## src/rtl/core/bhgc_pkg.sv

```systemverilog
// ----------------------------------------------------------------------------
// bhgc_pkg
// Shared types and constants for the bucketed hash group counter.
// ----------------------------------------------------------------------------
package bhgc_pkg;

  localparam int LANES_DEF       = 16;
  localparam int MAX_BUCKETS_DEF = 1024;
  localparam int KEY_W           = 32;
  localparam int CNT_W           = 32;
  localparam int IDX_W           = 14;
  localparam int CFG_W           = 11;

  localparam logic [1:0] ST_NEW   = 2'd0;
  localparam logic [1:0] ST_EXIST = 2'd1;
  localparam logic [1:0] ST_FULL  = 2'd2;
  localparam logic [1:0] ST_ZERO  = 2'd3;

  localparam logic REQ_COUNT = 1'b0;
  localparam logic REQ_READ  = 1'b1;

  typedef struct packed {
    logic             req_type;
    logic [KEY_W-1:0] key;
    logic [IDX_W-1:0] slot_index;
    logic             batch_end;
  } in_item_t;

  typedef struct packed {
    logic [KEY_W-1:0] slot_key;
    logic [CNT_W-1:0] slot_count;
    logic [1:0]       status;
    logic             batch_done;
  } out_item_t;

  // controller to datapath
  typedef struct packed {
    logic load;      // capture input item
    logic clr_step;  // write zero row at clear address
    logic div_start;
    logic div_step;
    logic rd_slot;   // issue read of slot
    logic eval;      // compare lanes, latch decision
    logic wr_back;   // write row back
    logic next_bkt;  // advance probe
    logic res_zero;
    logic res_full;
    logic res_slot;
    logic res_hit;
  } cmd_t;

  // datapath to controller
  typedef struct packed {
    logic clr_last;
    logic div_done;
    logic is_read;
    logic key_zero;
    logic hit;
    logic has_free;
    logic probes_done;
  } sts_t;

endpackage

```

## src/rtl/core/bhgc_ctrl.sv

```systemverilog
// ----------------------------------------------------------------------------
// bhgc_ctrl
// Sequencer for clearing, hashing, probing and result handoff.
// ----------------------------------------------------------------------------
module bhgc_ctrl (
  input  logic           clk,
  input  logic           rst,
  input  logic           in_valid,
  output logic           in_ready,
  output logic           out_valid,
  input  logic           out_ready,
  input  bhgc_pkg::sts_t sts,
  output bhgc_pkg::cmd_t cmd
);

  typedef enum logic [3:0] {
    S_CLEAR, S_IDLE, S_DECODE, S_DIV, S_RD, S_EVAL, S_DECIDE, S_SLOT, S_RESULT
  } state_t;

  state_t state, state_next;
  logic res_load;

  assign in_ready = (state == S_IDLE) && (!out_valid || out_ready);

  always_comb begin
    cmd = '0;
    state_next = state;
    res_load = 1'b0;
    unique case (state)
      S_CLEAR: begin
        cmd.clr_step = 1'b1;
        if (sts.clr_last) state_next = S_IDLE;
      end
      S_IDLE: begin
        if (in_valid && in_ready) begin
          cmd.load = 1'b1;
          cmd.div_start = 1'b1;
          state_next = S_DECODE;
        end
      end
      S_DECODE: begin
        if (sts.is_read) begin
          cmd.rd_slot = 1'b1;
          state_next = S_SLOT;
        end else if (sts.key_zero) begin
          cmd.res_zero = 1'b1;
          res_load = 1'b1;
          state_next = S_IDLE;
        end else begin
          state_next = S_DIV;
        end
      end
      S_DIV: begin
        cmd.div_step = 1'b1;
        if (sts.div_done) state_next = S_RD;
      end
      S_RD: begin
        state_next = S_EVAL;
      end
      S_EVAL: begin
        cmd.eval = 1'b1;
        state_next = S_DECIDE;
      end
      S_DECIDE: begin
        if (sts.hit || sts.has_free) begin
          cmd.wr_back = 1'b1;
          cmd.res_hit = 1'b1;
          res_load = 1'b1;
          state_next = S_IDLE;
        end else if (sts.probes_done) begin
          cmd.res_full = 1'b1;
          res_load = 1'b1;
          state_next = S_IDLE;
        end else begin
          cmd.next_bkt = 1'b1;
          state_next = S_RD;
        end
      end
      S_SLOT: begin
        cmd.rd_slot = 1'b1;
        state_next = S_RESULT;
      end
      S_RESULT: begin
        cmd.res_slot = 1'b1;
        res_load = 1'b1;
        state_next = S_IDLE;
      end
      default: state_next = S_IDLE;
    endcase
  end

  always_ff @(posedge clk) begin
    if (rst) begin
      state <= S_CLEAR;
      out_valid <= 1'b0;
    end else begin
      state <= state_next;
      if (res_load) begin
        out_valid <= 1'b1;
      end else if (out_ready) begin
        out_valid <= 1'b0;
      end
    end
  end

`ifndef SYNTHESIS
  a_no_accept_clear: assert property (@(posedge clk) disable iff (rst)
    state == S_CLEAR |-> !in_ready) else $error("accept during clear");
  a_res_when_free: assert property (@(posedge clk) disable iff (rst)
    res_load |-> !out_valid) else $error("result overwritten");
  a_one_write: assert property (@(posedge clk) disable iff (rst)
    cmd.wr_back |=> state == S_IDLE) else $error("write not final");
  a_accept_starts: assert property (@(posedge clk) disable iff (rst)
    in_valid && in_ready |=> state == S_DECODE) else $error("lost item");
`endif

endmodule

```

## config.mk

```make
export PLATFORM = sky130hd
export DESIGN_NAME = bhgc_ctrl
export DESIGN_NICKNAME = d
export VERILOG_FILES = /design/src/rtl/core/bhgc_pkg.sv /design/src/rtl/core/bhgc_ctrl.sv
export SDC_FILE = /design/constraint.sdc
export NUM_CORES = 1
export LEC_CHECK = 0
export ABC_AREA = 1
export ABC_CLOCK_PERIOD_IN_PS = 950
export BUFFER_PORTS_ARGS = -buffer_cell sky130_fd_sc_hd__buf_2
export CAP_MARGIN = 20
export CORE_AREA = 2 2 39 41
export CTS_BUF_LIST = sky130_fd_sc_hd__clkbuf_16
export DETAILED_ROUTE_END_ITERATION = 12
export DIE_AREA = 0 0 41 43
export PLACE_DENSITY = 0.65
export SLEW_MARGIN = 20
export SYNTH_ARGS = -nofsm -noshare
export SYNTH_HDL_FRONTEND = slang
export SYNTH_SLANG_ARGS = --single-unit
```

## constraint.sdc

```tcl
create_clock -name clk -period 0.95 [get_ports clk]
set_input_delay 0.095 -clock clk [delete_from_list [all_inputs] [get_ports clk]]
set_output_delay 0.095 -clock clk [all_outputs]
set_load 0.03 [all_outputs]
```

==> results.md <==
* Vias in the first global route at between 500 and 600
* Largest net degree at the start of global routing at 7
* Tcrit/Tclk final at 1.40
* Part of the Yosys area used for sequential elements at 0.231
* DRC viols at 0
* Die Ht at 43 um
* Via Count at 674
* Total Routing Usage GR at 0.197
* Fin Clk Skew at 0.00142 ns
* Ports at 25
* EDFF count, synth at 0
* Antenna-violating nets left at 0
* Pins Over Slew Limit at 0
* Routed len/inst at approximately 13 um
* Synthesized-area fraction occupied by and/or/nand/nor cells at 0.480
* Placeable Area at roughly 1400 um2
* Synth area leader: dfxtp_1
* Class of the worst hold path: in -> reg
* CP Max Fanout at 4
* Gr ovfl total at 0
* Row count at 14
* DIE WIDTH at just over 40 um
* Clock Pin Slew Worst Setup and Hold Paths at 0.03 ns
* Post-CTS Hold Buffers at 0
* Setup violations, final at 18
* XOR/XNOR share of the synthesized area at 0
* Sum Neg Setup Slack at -5.35 ns
* # fillers at approximately 90
* Mapped Area at 433 um2
* CTS buffer count at 3
* Top cells by count, synth: inv_1 (18), nand2_1 (17), nor2_1 (14), nand3_1 (6), dfxtp_1 (5)
* CTS tree: yes
* Main flop type after synthesis: dfxtp_1
* Worst Slack Setup Final at -0.376 ns
* Top-count cell post-synth: inv_1
* CTS Buffer Depth at 2
* Type of the worst setup path: reg -> out
* First-pass GRT wire length at between 2000 and 2500 um
* Clk root buf: clkbuf_16
* Critical Path Start Type: flip-flop
* Syn. warnings at 0
* Max Clock Freq at 0.754 GHz
* Final Wtd Congestion at 0.760
* Starting Density at 0.313
* Detailed Route WL at 1790 um
* Post-DP Area at 677 um2
* RSZ-0062 raised after global routing: true
* IO buf count at 24
* Main combinational cell family by area after synthesis: simple AND/OR/NAND/NOR gates
* Top cells by area, synth: dfxtp_1 (23%), inv_1 (16%), nand2_1 (15%)
* First-pass DRT Iterations at 4
* Post-synthesis compound-gate area fraction at 0.0809
* Fin crit period at about 1.3 ns
* Die area at 1760 um2
* DP HPWL at 977 um
* Worst Max-Slew Pin Slew at between 0.5 and 0.6 ns
* Avg Cell Area, Syn at 5.55 um2
* Post-synthesis adder-cell area fraction at 0
* Fraction of registers with async set/reset at 0
* Peak supply drop at 1200 uV
* Clk_lat worst skew at 0.23 ns
* Flops & latches, synth at 5
* CTS HTree Levels at 1
* Setup crit end kind: output port
* NumNets Final at 138
* DR iter-0 viols at 4
* Failing checks: setup timing
* Final Cell Area at approximately 1100 um2
* Post-Syn Nets at 89
* WP data arrival at 1.23 ns
* Power density over the cells at 1410 nW/um2
* Area growth syn-to-layout at 158%
* Ant. Diodes at 0
* Initial antenna violation count at 0
* Final hold vios at 0
* Leak at 0.590 nW
* Critical Path RT at 0.85 ns
* Share of cells above drive strength 1 at 0.738
* Status: complete, but fails checks
* Post-synth top area share at 0.231
* WHS at between 0.07 and 0.08 ns
* Post-Synthesis Cells at 78
* Vias/cell at 4.75
* Mux contribution to synthesized area at 0
* Slew Limit Headroom at 0.661
* Total chip power at 0.00158 W
* Clock Sinks at 5
* Max-Cap Viols at 0
* Library cells used by synthesis at 18
cells by family after synthesis:
| family | after synthesis |
|---|---|
| buffers and inverters | 22 |
| AOI/OAI and AO/OA | 5 |
| DFF | 5 |
| and+or+nand+nor | 46 |
critical path, cell delays in order, from the launching register on:
cell and delay [ns]:
dfxtp_4 0.36, inv_6 0.08, nand2_4 0.06, inv_4 0.06, nand2_4 0.06, nor3_4 0.22
buf_6 0.16
registers in the layout, summed over array words and instances (netlist names):
register,count
state,4
out_valid,1
cell usage in the layout, fill, tap and decap left out, types with 4 or more instances in the layout:
cell      n
inv_2     5
nand2_4   7
nor2_4    9
nor2_1    4
buf_6    17
inv_1    11
dfxtp_4   5
nand3_1   4
buf_4    18
nand2_1   8
buf_2    11
per-layer routing:
layer / track usage / vias to the layer above / share of wire
li1: - / 330 / -
met1: 0.219 / 310 / 0.39
met2: 0.313 / 26 / 0.51
met3: 0.0628 / 8 / 0.044
met4: 0.107 / 0 / 0.047
met5: 0 / - / 0
power breakdown:
part,switching (W),leakage (nW),total (W),internal [W]
Combinational,0.000334,0.503,0.000621,0.000288
Sequential,0.0000404,0.0444,0.000266,0.000226
Clock,0.000142,0.0423,0.000688,0.000545
path summary, 6_finish.rpt:
| kind | startpoint | endpoint | slack [ns] | cells past startpoint |
|---|---|---|---|---|
| hold / removal | rst | state[3] | 0.07 | 2 |
| setup reg to reg | state[3] | out_valid | -0.33 | 9 |
| setup / recovery | state[1] | cmd[11] | -0.38 | 6 |
| hold reg to reg | state[1] | state[1] | 0.71 | 4 |
stage by stage:
step / cells / worst slack (ns) / util
2_1_floorplan: 78 / -0.289 / -
3_5_place_dp: 123 / -0.213 / 0.489
4_1_cts: 134 / -0.340 / 0.682
5_1_grt: 142 / -0.438 / 0.806
6_report: 142 / -0.376 / 0.806
3_3_place_gp: 123 / -0.198 / 0.489
repair_timing:
action / CTS / global route
hold endpoints to repair: 0 / 0
pin swaps: 5 / 9
resized for setup: 45 / 32
setup buffers: 7 / 9
setup endpoints to repair: 18 / 18
area by class of cell:
type	count	area (um2)	area share
well taps	16	20.0	0.0180
clock inverters	1	3.75	0.00337
inverters	20	92.6	0.0831
flip-flops and latches	5	119	0.107
clock buffers	3	75.1	0.0673
multi-input cells	51	423	0.379
repair buffers	46	382	0.342
(Power assumes the default switching activity.)
